==> config.mk <==
export PLATFORM = sky130hd
export DESIGN_NAME = sorted_list_priority_queue
export DESIGN_NICKNAME = d
export VERILOG_FILES = /design/src/hw/rtl/slpq_pkg.sv /design/src/hw/rtl/slpq_front.sv /design/src/hw/rtl/slpq_cmd_queue.sv /design/src/hw/rtl/slpq_back.sv /design/src/hw/rtl/sorted_list_priority_queue.sv
export SDC_FILE = /design/constraint.sdc
export NUM_CORES = 2
export LEC_CHECK = 0
export ABC_AREA = 0
export BUFFER_PORTS_ARGS = -buffer_cell sky130_fd_sc_hd__clkbuf_2
export CAP_MARGIN = 20
export CORE_MARGIN = 4
export CORE_UTILIZATION = 30
export CTS_CLUSTER_DIAMETER = 120
export DETAILED_ROUTE_END_ITERATION = 10
export PLACE_DENSITY = 0.45
export SLEW_MARGIN = 0
export SYNTH_ARGS = -nofsm -noshare
export SYNTH_HDL_FRONTEND = slang
export SYNTH_HIERARCHICAL = 1
export SYNTH_SLANG_ARGS = --single-unit
==> constraint.sdc <==
create_clock -name clk -period 7.65 [get_ports clk]
set_clock_uncertainty 0.05 [all_clocks]
set_input_delay 1.53 -clock clk [delete_from_list [all_inputs] [get_ports clk]]
set_output_delay 1.53 -clock clk [all_outputs]
set_load 0.02 [all_outputs]
==> src/hw/rtl/slpq_pkg.sv <==
// ----------------------------------------------------------------------------
// slpq_pkg
// Shared types and constants of the sorted-list priority queue: opcodes,
// status codes, the command word between front and back, and sequencer states.
// ----------------------------------------------------------------------------
package slpq_pkg;

	// default number of stored values
	localparam int unsigned DEF_CAPACITY = 32;
	// default depth of the command queue between front and back
	localparam int unsigned DEF_QUEUE_DEPTH = 2;

	localparam int unsigned VALUE_W  = 32;
	localparam int unsigned OPCODE_W = 3;
	localparam int unsigned STATUS_W = 2;

	// opcodes carried in the input tuser
	typedef enum logic [OPCODE_W-1:0] {
		OP_INSERT = 3'd0,
		OP_PEEK   = 3'd1,
		OP_POP    = 3'd2,
		OP_CLEAR  = 3'd3,
		OP_LIST   = 3'd4
	} op_t;

	// result status codes
	localparam logic [STATUS_W-1:0] ST_OK    = 2'd0;
	localparam logic [STATUS_W-1:0] ST_FULL  = 2'd1;
	localparam logic [STATUS_W-1:0] ST_EMPTY = 2'd2;

	// decoded command handed from front to back
	typedef struct packed {
		op_t                        op;
		logic signed [VALUE_W-1:0]  value;
	} cmd_t;

	// back sequencer states
	typedef enum logic {
		BK_IDLE,
		BK_LIST
	} bk_state_t;

endpackage

==> src/hw/rtl/slpq_front.sv <==
// ----------------------------------------------------------------------------
// slpq_front
// Input side: accepts words, decodes the opcode, drops unknown opcodes and
// holds one decoded command until the command queue takes it.
// ----------------------------------------------------------------------------
module slpq_front import slpq_pkg::*; (
	input  logic                clk,
	input  logic                arst_n,
	input  logic                s_tvalid,
	output logic                s_tready,
	input  logic [VALUE_W-1:0]  s_tdata,   // [31:0] value
	input  logic [OPCODE_W-1:0] s_tuser,   // [2:0] opcode
	output logic                cmd_vld,
	input  logic                cmd_rdy,
	output cmd_t                cmd
);

	logic vld_s1;
	cmd_t cmd_s1;
	logic known;
	logic accept;

	// opcode classification
	always_comb begin
		case (s_tuser)
			OP_INSERT, OP_PEEK, OP_POP, OP_CLEAR, OP_LIST: known = 1'b1;
			default: known = 1'b0;
		endcase
	end

	assign s_tready = !vld_s1 || cmd_rdy;
	assign accept   = s_tvalid && s_tready;

	// stage register valid
	always_ff @(posedge clk or negedge arst_n) begin
		if (!arst_n) begin
			vld_s1 <= 1'b0;
		end else begin
			vld_s1 <= (accept && known) || (vld_s1 && !cmd_rdy);
		end
	end

	// stage register payload
	always_ff @(posedge clk) begin
		if (accept && known) begin
			cmd_s1.op    <= op_t'(s_tuser);
			cmd_s1.value <= $signed(s_tdata);
		end
	end

	assign cmd_vld = vld_s1;
	assign cmd     = cmd_s1;

endmodule

==> src/hw/rtl/slpq_cmd_queue.sv <==
// ----------------------------------------------------------------------------
// slpq_cmd_queue
// Short first-in first-out queue of decoded commands that lets the front and
// the back stall independently.
// ----------------------------------------------------------------------------
module slpq_cmd_queue import slpq_pkg::*; #(
	parameter int unsigned DEPTH = DEF_QUEUE_DEPTH
) (
	input  logic clk,
	input  logic arst_n,
	input  logic push_vld,
	output logic push_rdy,
	input  cmd_t push_cmd,
	output logic pop_vld,
	input  logic pop_rdy,
	output cmd_t pop_cmd
);

	localparam int unsigned PW = (DEPTH > 1) ? $clog2(DEPTH) : 1;
	localparam int unsigned CW = $clog2(DEPTH + 1);

	cmd_t            slot_q [DEPTH];
	logic [PW-1:0]   wr_ptr_q;
	logic [PW-1:0]   rd_ptr_q;
	logic [CW-1:0]   fill_q;
	logic            do_push;
	logic            do_pop;

	assign push_rdy = fill_q != CW'(DEPTH);
	assign pop_vld  = fill_q != '0;
	assign do_push  = push_vld && push_rdy;
	assign do_pop   = pop_vld && pop_rdy;
	assign pop_cmd  = slot_q[rd_ptr_q];

	// pointers and fill level
	always_ff @(posedge clk or negedge arst_n) begin
		if (!arst_n) begin
			wr_ptr_q <= '0;
			rd_ptr_q <= '0;
			fill_q   <= '0;
		end else begin
			if (do_push) begin
				wr_ptr_q <= (wr_ptr_q == PW'(DEPTH - 1)) ? '0 : wr_ptr_q + 1'b1;
			end
			if (do_pop) begin
				rd_ptr_q <= (rd_ptr_q == PW'(DEPTH - 1)) ? '0 : rd_ptr_q + 1'b1;
			end
			if (do_push && !do_pop) begin
				fill_q <= fill_q + 1'b1;
			end else if (do_pop && !do_push) begin
				fill_q <= fill_q - 1'b1;
			end
		end
	end

	// slot storage
	always_ff @(posedge clk) begin
		if (do_push) begin
			slot_q[wr_ptr_q] <= push_cmd;
		end
	end

endmodule

==> src/hw/rtl/slpq_back.sv <==
// ----------------------------------------------------------------------------
// slpq_back
// Execution side: a row of compare-and-shift cells holding the sorted values,
// the entry count, a list sequencer and the registered output word.
// ----------------------------------------------------------------------------
module slpq_back import slpq_pkg::*; #(
	parameter int unsigned CAPACITY = DEF_CAPACITY
) (
	input  logic                clk,
	input  logic                arst_n,
	input  logic                cmd_vld,
	output logic                cmd_rdy,
	input  cmd_t                cmd,
	output logic                m_tvalid,
	input  logic                m_tready,
	output logic [VALUE_W-1:0]  m_tdata,   // [31:0] data
	output logic [STATUS_W-1:0] m_tuser,   // [1:0] status
	output logic                m_tlast
);

	localparam int unsigned CW = $clog2(CAPACITY + 1);

	logic signed [VALUE_W-1:0] cell_q   [CAPACITY];
	logic signed [VALUE_W-1:0] ins_val  [CAPACITY];
	logic signed [VALUE_W-1:0] shf_val  [CAPACITY];
	logic signed [VALUE_W-1:0] rot_val  [CAPACITY];
	logic [CAPACITY-1:0]       lt;

	logic [CW-1:0]     count_q, count_d;
	logic [CW-1:0]     left_q, left_d;
	bk_state_t         state_q, state_d;

	logic              out_vld_q;
	logic [VALUE_W-1:0]  out_data_q, out_data_d;
	logic [STATUS_W-1:0] out_status_q, out_status_d;
	logic              out_last_q, out_last_d;
	logic              out_free;
	logic              out_load;

	logic              do_insert;
	logic              do_shift;
	logic              do_rotate;
	logic              take;
	logic              empty;
	logic              full;

	// per-cell next values for insert, pop shift and list rotation
	for (genvar i = 0; i < CAPACITY; i++) begin : g_cell
		assign lt[i] = (CW'(i) < count_q) && (cell_q[i] < cmd.value);
		if (i == 0) begin : g_head
			assign ins_val[i] = lt[i] ? cell_q[i] : cmd.value;
		end else begin : g_body
			assign ins_val[i] = lt[i] ? cell_q[i] : (lt[i-1] ? cmd.value : cell_q[i-1]);
		end
		if (i == CAPACITY - 1) begin : g_tail
			assign shf_val[i] = cell_q[i];
		end else begin : g_mid
			assign shf_val[i] = cell_q[i+1];
		end
		assign rot_val[i] = (CW'(i) == count_q - 1'b1) ? cell_q[0] : shf_val[i];

		always_ff @(posedge clk) begin
			if (do_insert) begin
				cell_q[i] <= ins_val[i];
			end else if (do_shift) begin
				cell_q[i] <= shf_val[i];
			end else if (do_rotate) begin
				cell_q[i] <= rot_val[i];
			end
		end
	end

	assign out_free = !out_vld_q || m_tready;
	assign cmd_rdy  = out_free && (state_q == BK_IDLE);
	assign take     = cmd_vld && cmd_rdy;
	assign empty    = count_q == '0;
	assign full     = count_q == CW'(CAPACITY);

	// sequencer next state and actions
	always_comb begin
		state_d      = state_q;
		count_d      = count_q;
		left_d       = left_q;
		do_insert    = 1'b0;
		do_shift     = 1'b0;
		do_rotate    = 1'b0;
		out_load     = 1'b0;
		out_data_d   = '0;
		out_status_d = ST_OK;
		out_last_d   = 1'b1;
		case (state_q)
			BK_IDLE: begin
				if (take) begin
					out_load = 1'b1;
					case (cmd.op)
						OP_INSERT: begin
							if (full) begin
								out_status_d = ST_FULL;
							end else begin
								do_insert = 1'b1;
								count_d   = count_q + 1'b1;
							end
						end
						OP_PEEK: begin
							if (empty) out_status_d = ST_EMPTY;
							else       out_data_d   = cell_q[0];
						end
						OP_POP: begin
							if (empty) begin
								out_status_d = ST_EMPTY;
							end else begin
								out_data_d = cell_q[0];
								do_shift   = 1'b1;
								count_d    = count_q - 1'b1;
							end
						end
						OP_CLEAR: begin
							count_d = '0;
						end
						OP_LIST: begin
							if (empty) begin
								out_status_d = ST_EMPTY;
							end else begin
								out_data_d = cell_q[0];
								do_rotate  = 1'b1;
								out_last_d = count_q == CW'(1);
								left_d     = count_q - 1'b1;
								if (count_q != CW'(1)) state_d = BK_LIST;
							end
						end
						default: begin
							out_load = 1'b0;
						end
					endcase
				end
			end
			BK_LIST: begin
				if (out_free) begin
					out_load   = 1'b1;
					out_data_d = cell_q[0];
					do_rotate  = 1'b1;
					out_last_d = left_q == CW'(1);
					left_d     = left_q - 1'b1;
					if (left_q == CW'(1)) state_d = BK_IDLE;
				end
			end
			default: begin
				state_d = BK_IDLE;
			end
		endcase
	end

	// control registers
	always_ff @(posedge clk or negedge arst_n) begin
		if (!arst_n) begin
			state_q   <= BK_IDLE;
			count_q   <= '0;
			left_q    <= '0;
			out_vld_q <= 1'b0;
		end else begin
			state_q <= state_d;
			count_q <= count_d;
			left_q  <= left_d;
			if (out_load) begin
				out_vld_q <= 1'b1;
			end else if (m_tready) begin
				out_vld_q <= 1'b0;
			end
		end
	end

	// output word register
	always_ff @(posedge clk) begin
		if (out_load) begin
			out_data_q   <= out_data_d;
			out_status_q <= out_status_d;
			out_last_q   <= out_last_d;
		end
	end

	assign m_tvalid = out_vld_q;
	assign m_tdata  = out_data_q;
	assign m_tuser  = out_status_q;
	assign m_tlast  = out_last_q;

`ifndef SYNTH
	// count never exceeds the cell row
	a_count_bound: assert property (@(posedge clk) disable iff (!arst_n)
		count_q <= CW'(CAPACITY))
		else $error("entry count above capacity");

	// a list run only happens with a non-empty store and words still to send
	a_list_nonempty: assert property (@(posedge clk) disable iff (!arst_n)
		state_q == BK_LIST |-> (count_q != '0) && (left_q != '0) && (left_q < count_q))
		else $error("list run with bad counters");

	// a clear leaves the store empty
	a_clear_empties: assert property (@(posedge clk) disable iff (!arst_n)
		take && cmd.op == OP_CLEAR |=> count_q == '0)
		else $error("clear did not empty the store");

	// no output word is overwritten before it is taken
	a_no_overwrite: assert property (@(posedge clk) disable iff (!arst_n)
		out_load |-> out_free)
		else $error("output word overwritten");
`endif

endmodule

==> src/hw/rtl/sorted_list_priority_queue.sv <==
// Path: an accepted command passes the front stage register and the command queue; the
// cell row then loads the output register, which drives the master side.
// Insert, peek, pop and clear each act in the cell row when taken, one word each; list sends
// one word per stored value through the single output register, taking no command meanwhile.
// Unknown opcodes are accepted and produce no word.
// Reset: control state and the entry count clear at once; the cell row is not cleared.
// ----------------------------------------------------------------------------
// sorted_list_priority_queue
// Priority queue of signed 32-bit values kept in ascending order in a row of
// compare-and-shift cells, with a decoupled front end and command queue.
// ----------------------------------------------------------------------------
module sorted_list_priority_queue import slpq_pkg::*; #(
	parameter int unsigned CAPACITY    = DEF_CAPACITY,
	parameter int unsigned QUEUE_DEPTH = DEF_QUEUE_DEPTH
) (
	input  logic                clk,
	input  logic                arst_n,
	input  logic                s_tvalid,
	output logic                s_tready,
	input  logic [VALUE_W-1:0]  s_tdata,   // [31:0] value
	input  logic [OPCODE_W-1:0] s_tuser,   // [2:0] opcode
	output logic                m_tvalid,
	input  logic                m_tready,
	output logic [VALUE_W-1:0]  m_tdata,   // [31:0] data
	output logic [STATUS_W-1:0] m_tuser,   // [1:0] status
	output logic                m_tlast
);

	logic fr_vld, fr_rdy;
	cmd_t fr_cmd;
	logic bk_vld, bk_rdy;
	cmd_t bk_cmd;

	// input decode
	slpq_front u_front (
		.clk      (clk),
		.arst_n   (arst_n),
		.s_tvalid (s_tvalid),
		.s_tready (s_tready),
		.s_tdata  (s_tdata),
		.s_tuser  (s_tuser),
		.cmd_vld  (fr_vld),
		.cmd_rdy  (fr_rdy),
		.cmd      (fr_cmd)
	);

	// command queue
	slpq_cmd_queue #(
		.DEPTH (QUEUE_DEPTH)
	) u_queue (
		.clk      (clk),
		.arst_n   (arst_n),
		.push_vld (fr_vld),
		.push_rdy (fr_rdy),
		.push_cmd (fr_cmd),
		.pop_vld  (bk_vld),
		.pop_rdy  (bk_rdy),
		.pop_cmd  (bk_cmd)
	);

	// cell row and output
	slpq_back #(
		.CAPACITY (CAPACITY)
	) u_back (
		.clk      (clk),
		.arst_n   (arst_n),
		.cmd_vld  (bk_vld),
		.cmd_rdy  (bk_rdy),
		.cmd      (bk_cmd),
		.m_tvalid (m_tvalid),
		.m_tready (m_tready),
		.m_tdata  (m_tdata),
		.m_tuser  (m_tuser),
		.m_tlast  (m_tlast)
	);

endmodule

## Yosys cells after proc, flatten, opt, wreduce, memory -nomap -nowiden

Memories as Yosys holds them, arrays and structs flattened.
Index checks and enable logic that the tools add are counted.

- Output and inout port bits: 37
- Memories: 2
- Register bits: 89
- Input port bits: 39
- Memory bits (writable): 1,094
- Logic and storage cells: 483

Memories:

| name | depth | bits a word | rd ports | clocked after memory_dff | write ports | line | text |
|---|---|---|---|---|---|---|---|
| u_back.cell_q | 32 | 32 | 32 | 0 | 32 | slpq_back.sv:23 | `logic signed [VALUE_W-1:0] cell_q [CAPACITY];` |
| u_queue.slot_q | 2 | 35 | 1 | 0 | 1 | slpq_cmd_queue.sv:22 | `cmd_t slot_q [DEPTH];` |

- $add $sub $neg: 7
- Equal/unequal tests: 50
- Bitwise operators: 66
- Order comparisons: 64
- Mux-type cells: 219
- Reduce and logical (&&, ||, !) cells: 62

Operators by type and width:

| operator | number |
|---|---|
| 32-bit two-way mux | 163 |
| 32-bit < comparator | 32 |
| 5-bit by 6-bit == test with 1-bit output, first input constant | 16 |
| 5-bit by 6-bit < comparator with 1-bit output, first input constant | 16 |
| 1-bit OR | 64 |
| 32-bit case mux with 2 select lines | 1 |
| 4-bit by 6-bit == test with 1-bit output, first input constant | 8 |
| 4-bit by 6-bit < comparator with 1-bit output, first input constant | 8 |
| 1-bit logical AND | 40 |
| 1-bit two-way mux | 40 |
| 6-bit two-way mux | 5 |
| 3-bit by 6-bit == test with 1-bit output, first input constant | 4 |
| 3-bit by 6-bit < comparator with 1-bit output, first input constant | 4 |
| 6-bit case mux with 3 select lines | 1 |
| 2-bit inequality test, second input constant | 7 |
| 2-bit by 6-bit == test with 1-bit output, first input constant | 2 |
| 3-bit by 2-bit == test with 1-bit output, second input constant | 4 |
| 6-bit by 1-bit == test with 1-bit output, second input constant | 2 |
| 6-bit logical NOT | 2 |
| 1-bit by 6-bit < comparator with 1-bit output, first input constant | 2 |
| 2-bit by 6-bit < comparator with 1-bit output, first input constant | 2 |
| 6-bit case mux with 2 select lines | 1 |
| 6-bit by 1-bit subtractor with 6-bit output, second input constant | 2 |
| 5-bit OR reduction | 2 |
| 22 further kinds | 40 |

## Logic depth before layout (Yosys ltp)

- Word-level depth: 11
- Depth in mapped cells: 16
- Gate-level depth less buffers: 11

## Modules after synthesis

The synthesis kept the hierarchy.

By module, submodules not included:

| module | cells an instance | instances | area an instance (um^2) | sequential area each (um^2) |
|---|---|---|---|---|
| slpq_back | 7,672 | 1 | 80,115.6 | 32,150.8 |
| slpq_cmd_queue | 127 | 1 | 2,870.3 | 2,202.1 |
| slpq_front | 40 | 1 | 1,111.1 | 1,076.0 |

## Worst setup path before layout

OpenSTA, ideal clock, no wires.

- Path type: register to register
- From: register u_queue.rd_ptr_q
- To: memory u_back.cell_q[0][0], enable pin
- Library setup time: 0.470 ns
- Required time: 7.130 ns
- Clock period less this slack: 6.275 ns
- Stages on the path, launching flop included: 16
- Buffers on the path: 5
- Slack: 1.375 ns
- Arrival: 5.755 ns
- Path through: dfrtp_1 > buf_6 > buf_12 > mux2_4 > clkbuf_1 > inv_1 > ha_1 > nand4_1 > nor3_1 > o211ai_1 > a21oi_1 > a21oi_1 > o31a_1 > clkbuf_1 > buf_2 > a211oi_1

RTL lines:

| item | line | text |
|---|---|---|
| from (decl) | slpq_cmd_queue.sv:24 | `logic [PW-1:0] rd_ptr_q;` |
| from (signal assigned) | slpq_cmd_queue.sv:46 | `rd_ptr_q <= (rd_ptr_q == PW'(DEPTH - 1)) ? '0 : rd_ptr_q + 1'b1;` |
| to (decl) | slpq_back.sv:23 |  |

==> results.rst <==
.. list-table::
   :header-rows: 1

   * - Metric
     - Value
   * - Result of the run
     - finished, violations left
   * - Violations in the final reports
     - design-rule violations
   * - Number of buffer and inverter instances along the worst setup path
     - 5
   * - Max-Cap Viols
     - 0
   * - Final critical-path share of the clock period
     - 85.9%
   * - Maximum number of buffers from clock root to sink
     - 4
   * - Cell breakdown of the critical path
     - buf_4 -> mux2_2 -> inv_2 -> buf_12 -> ha_1 -> nand4_1 -> or4_1 -> o32ai_1 -> o31ai_1 -> buf_4 -> a211o_1 -> o21ai_4 -> buf_4 -> mux2i_1 -> o21ai_1
   * - Leftover overflow at the end of global routing
     - 0
   * - Die width
     - 537 um
   * - Post-synthesis cell type count
     - 91
   * - Clock transition time at the flip-flop clock pins of the worst setup and hold paths
     - 0.06 ns
   * - Worst reg2reg path depth
     - 15
   * - Final setup viols
     - 0
   * - H-tree Lvls
     - 4
   * - Delay of the slowest cell on the worst path
     - 0.73 ns
   * - Number of search-and-repair iterations in the first detailed-routing pass
     - 11
   * - Routed length per placed instance
     - 33.3 um
   * - Leading cell type in the layout, fill and taps excluded
     - sky130_fd_sc_hd__edfxtp_1
   * - XOR/XNOR share of the synthesized area
     - 0.115%
   * - Commonest cells after routing, fill and taps aside
     - sky130_fd_sc_hd__edfxtp_1, sky130_fd_sc_hd__ha_1, sky130_fd_sc_hd__a22oi_1
   * - Worst Path Arrival
     - 7.08 ns
   * - Critical path capture point
     - u_back/cell_q[4][2]$_DFFE_PP_
   * - Total of warnings raised by yosys
     - 6
   * - Largest family of logic cells by synthesized area
     - compound AO/OA/AOI/OAI gates
   * - Crit path kind
     - reg -> reg
   * - Area of the placeable core
     - 279000 um2
   * - Multiplexer share of the synthesized area
     - 5.01%
   * - Number of synthesized register bits
     - 1183
   * - Starting density of the core
     - 30.1%
   * - Setup repair after global routing missed its margin
     - false
   * - Number of flops mapped to enable cells by yosys
     - 1164
   * - Total of buffers placed on input and output ports
     - 75
   * - Post-synth net total
     - 8880
   * - Y dimension of the die
     - 537 um
   * - Routed wire length on met3
     - 38400 um
   * - Terminus of the critical flop-to-flop path
     - u_back/cell_q[4][2]$_DFFE_PP_
   * - Post-DP HPWL
     - 292000 um
   * - Number of buffers inserted during clock tree synthesis
     - 164
   * - Post-CTS setup buffers
     - 0
   * - Fraction of the mapped netlist area in compound gates
     - 25.4%
   * - Worst setup path startpoint
     - u_queue/rd_ptr_q$_DFFE_PN0P_
   * - Crit start category
     - flop
   * - Final GP Congestion
     - 0.935
   * - Synthesized area divided by synthesized cell count
     - 10.7 um2
   * - Ratio of routed vias to standard cells
     - 6.39
   * - Min cycle time layout
     - 6.57 ns
   * - Number of design-rule violations left by the first detailed-router iteration
     - 9621
   * - Total Neg Setup Slack
     - 0 ns
   * - Clock sink total
     - 1183
   * - Primary flip-flop cell chosen by synthesis mapping
     - sky130_fd_sc_hd__edfxtp_1
   * - Routed Antenna Nets
     - 0
   * - Biggest fanout along the worst timing path
     - 25
   * - DRC
     - 3
   * - Detailed-route wire length on metal 1
     - 168000 um
   * - Global routing usage summed across all routing layers
     - 25.6%
   * - Async S/R FF share, synth
     - 1.61%
   * - Launch point of the worst reg-to-reg path
     - u_queue/rd_ptr_q$_DFFE_PN0P_
   * - Vias in the first global route
     - 71000
   * - Maximum number of pins on one net before global-route repair
     - 147
   * - Post-synthesis simple-gate area fraction
     - 8.94%
   * - Netlist area before placement
     - 84100 um2
   * - Io pins
     - 76
   * - Root buf cell
     - sky130_fd_sc_hd__clkbuf_16
   * - Layout overhead on the synthesized area
     - 12.6%
   * - TritonCTS clock tree
     - done
   * - Wire length of the first global-routing pass
     - 541000 um
   * - Clock insertion delay at the later pin of the skew report
     - 0.87 ns
   * - Hold Vio Cnt, Final
     - 0
   * - Std cell rows
     - 194
   * - Max_slew headroom
     - 19.0%
   * - Via count
     - 73800
   * - Levels on crit path
     - 15
   * - Sequential share of the synthesized area
     - 42.1%
   * - Most frequent cell on the critical path
     - sky130_fd_sc_hd__buf_4
   * - Gate Count Post-Synth
     - 7839
   * - Quantity of hold-fixing buffers added after cts
     - 0
   * - Max-slew violations
     - 0
   * - Cell family with most CP delay
     - buffers and inverters
   * - Dpl ws
     - 1.01 ns
   * - Number of antenna violations at the first check in global routing
     - 12
   * - Share of final-layout standard cells stronger than drive strength 1
     - 10.1%
   * - Sum of routed wire length over all layers
     - 384000 um
   * - Smallest setup slack after layout
     - 1.08 ns
   * - Post-CTS Resized
     - 0
   * - DIE AREA
     - 289000 um2
   * - Register-to-Register Setup Slack
     - 1.08 ns
   * - Critical Path Sink Type
     - flop
   * - Top metal layer carrying routed signals
     - met5
   * - Data required, critical path
     - 8.15 ns
   * - Path type of the worst min-delay path
     - reg -> reg
   * - Measured slew at the worst slew-check pin
     - 1.21 ns
   * - Net count, final
     - 8742
   * - Highest-delay cell along the critical path
     - sky130_fd_sc_hd__o32ai_1
   * - Adder and majority gate portion of the synthesized area
     - 14.9%
   * - Highest clock frequency the design can meet
     - 152 MHz
   * - Metal2 WL
     - 165000 um
cell families (layout without fill, tap and decap cells):
group           count (synthesis)  in the layout
compound gates               2972           2972
mux                           401            401
buf+inv                       742            716
xor+xnor                       11             11
fa+ha+maj                    1002           1002
flops                        1183           1183
simple gates                 1528           1528
other cells                     0              8
flip-flops by register name, summed over array words and instances (netlist names), 2 cells and up:
| name | count |
|---|---|
| u_back/cell_q | 1024 |
| u_back/m_tdata | 32 |
| u_front/cmd | 35 |
| u_queue/fill_q | 2 |
| u_back/count_q | 6 |
| u_queue/slot_q | 70 |
| u_back/left_q | 6 |
| u_back/m_tuser | 2 |
through the flow:
| stage | instance area, um2 | util [%] | cells | hold WS (ns) |
|---|---|---|---|---|
| 2_1_floorplan | 84100 | - | 7839 | 0.371 |
| 3_3_place_gp | 89600 | 32.1 | 11200 | 0.376 |
| 3_5_place_dp | 89700 | 32.1 | 11300 | 0.383 |
| 4_1_cts | 94500 | 33.9 | 11500 | 0.381 |
| 5_1_grt | 94600 | 33.9 | 11500 | 0.393 |
| 6_report | 94700 | 33.9 | 11500 | 0.384 |
final cells by class:
type                       instances  area [um2]
tap                             3724        4660
clock inverter                    74         518
inverter                          67         251
fill                           28100      184000
timing repair buffer             371        2870
clock buffer                     204        4340
antenna                            8        20.0
multi-input combinational       5914       46600
sequential                      1183       35400
worst min path at each step:
stage,from,to,slack [ns],cells past startpoint
2_1_floorplan,u_front/cmd[0]$_DFFE_PP_,u_queue/slot_q[0][0]$_DFFE_PP_,0.37,0
3_3_place_gp,u_front/cmd[30]$_DFFE_PP_,u_queue/slot_q[0][30]$_DFFE_PP_,0.38,0
3_5_place_dp,u_front/cmd[33]$_DFFE_PP_,u_queue/slot_q[1][33]$_DFFE_PP_,0.38,0
4_1_cts,u_front/cmd[33]$_DFFE_PP_,u_queue/slot_q[0][33]$_DFFE_PP_,0.38,0
5_1_grt,u_front/cmd[33]$_DFFE_PP_,u_queue/slot_q[0][33]$_DFFE_PP_,0.39,0
6_report,u_front/cmd[33]$_DFFE_PP_,u_queue/slot_q[0][33]$_DFFE_PP_,0.38,0
synth_stat cells, types with 40 or more instances:
library cell | n | area share (%)
sky130_fd_sc_hd__nor2_1 | 192 | 0.86
sky130_fd_sc_hd__a31oi_1 | 64 | 0.48
sky130_fd_sc_hd__o2bb2ai_1 | 225 | 2.3
sky130_fd_sc_hd__mux2i_1 | 331 | 3.9
sky130_fd_sc_hd__and2_1 | 40 | 0.30
sky130_fd_sc_hd__nand2_1 | 462 | 2.1
sky130_fd_sc_hd__a22oi_1 | 612 | 5.5
sky130_fd_sc_hd__inv_1 | 67 | 0.30
sky130_fd_sc_hd__a21oi_1 | 344 | 2.0
sky130_fd_sc_hd__nand3_1 | 447 | 2.7
sky130_fd_sc_hd__o211ai_1 | 371 | 3.3
sky130_fd_sc_hd__buf_2 | 81 | 0.48
sky130_fd_sc_hd__clkbuf_1 | 548 | 2.4
sky130_fd_sc_hd__o21ai_1 | 106 | 0.63
sky130_fd_sc_hd__o21ai_0 | 454 | 2.7
sky130_fd_sc_hd__a211o_1 | 41 | 0.43
sky130_fd_sc_hd__nor2b_1 | 56 | 0.42
sky130_fd_sc_hd__a221o_1 | 272 | 3.2
sky130_fd_sc_hd__a21o_1 | 187 | 1.7
sky130_fd_sc_hd__nand4_1 | 126 | 0.94
sky130_fd_sc_hd__edfxtp_1 | 1164 | 42
sky130_fd_sc_hd__ha_1 | 1002 | 15
metal layers:
layer / up-vias / global-route usage [%]
li1: 31700 / -
met1: 37300 / 36.6
met2: 4096 / 38.5
met3: 586 / 5.41
met4: 2 / 7.61
met5: - / 0.148
Power is left out: the tool's default activity adds up to more than one toggle a clock period on the data nets, which glitch-free logic cannot reach.
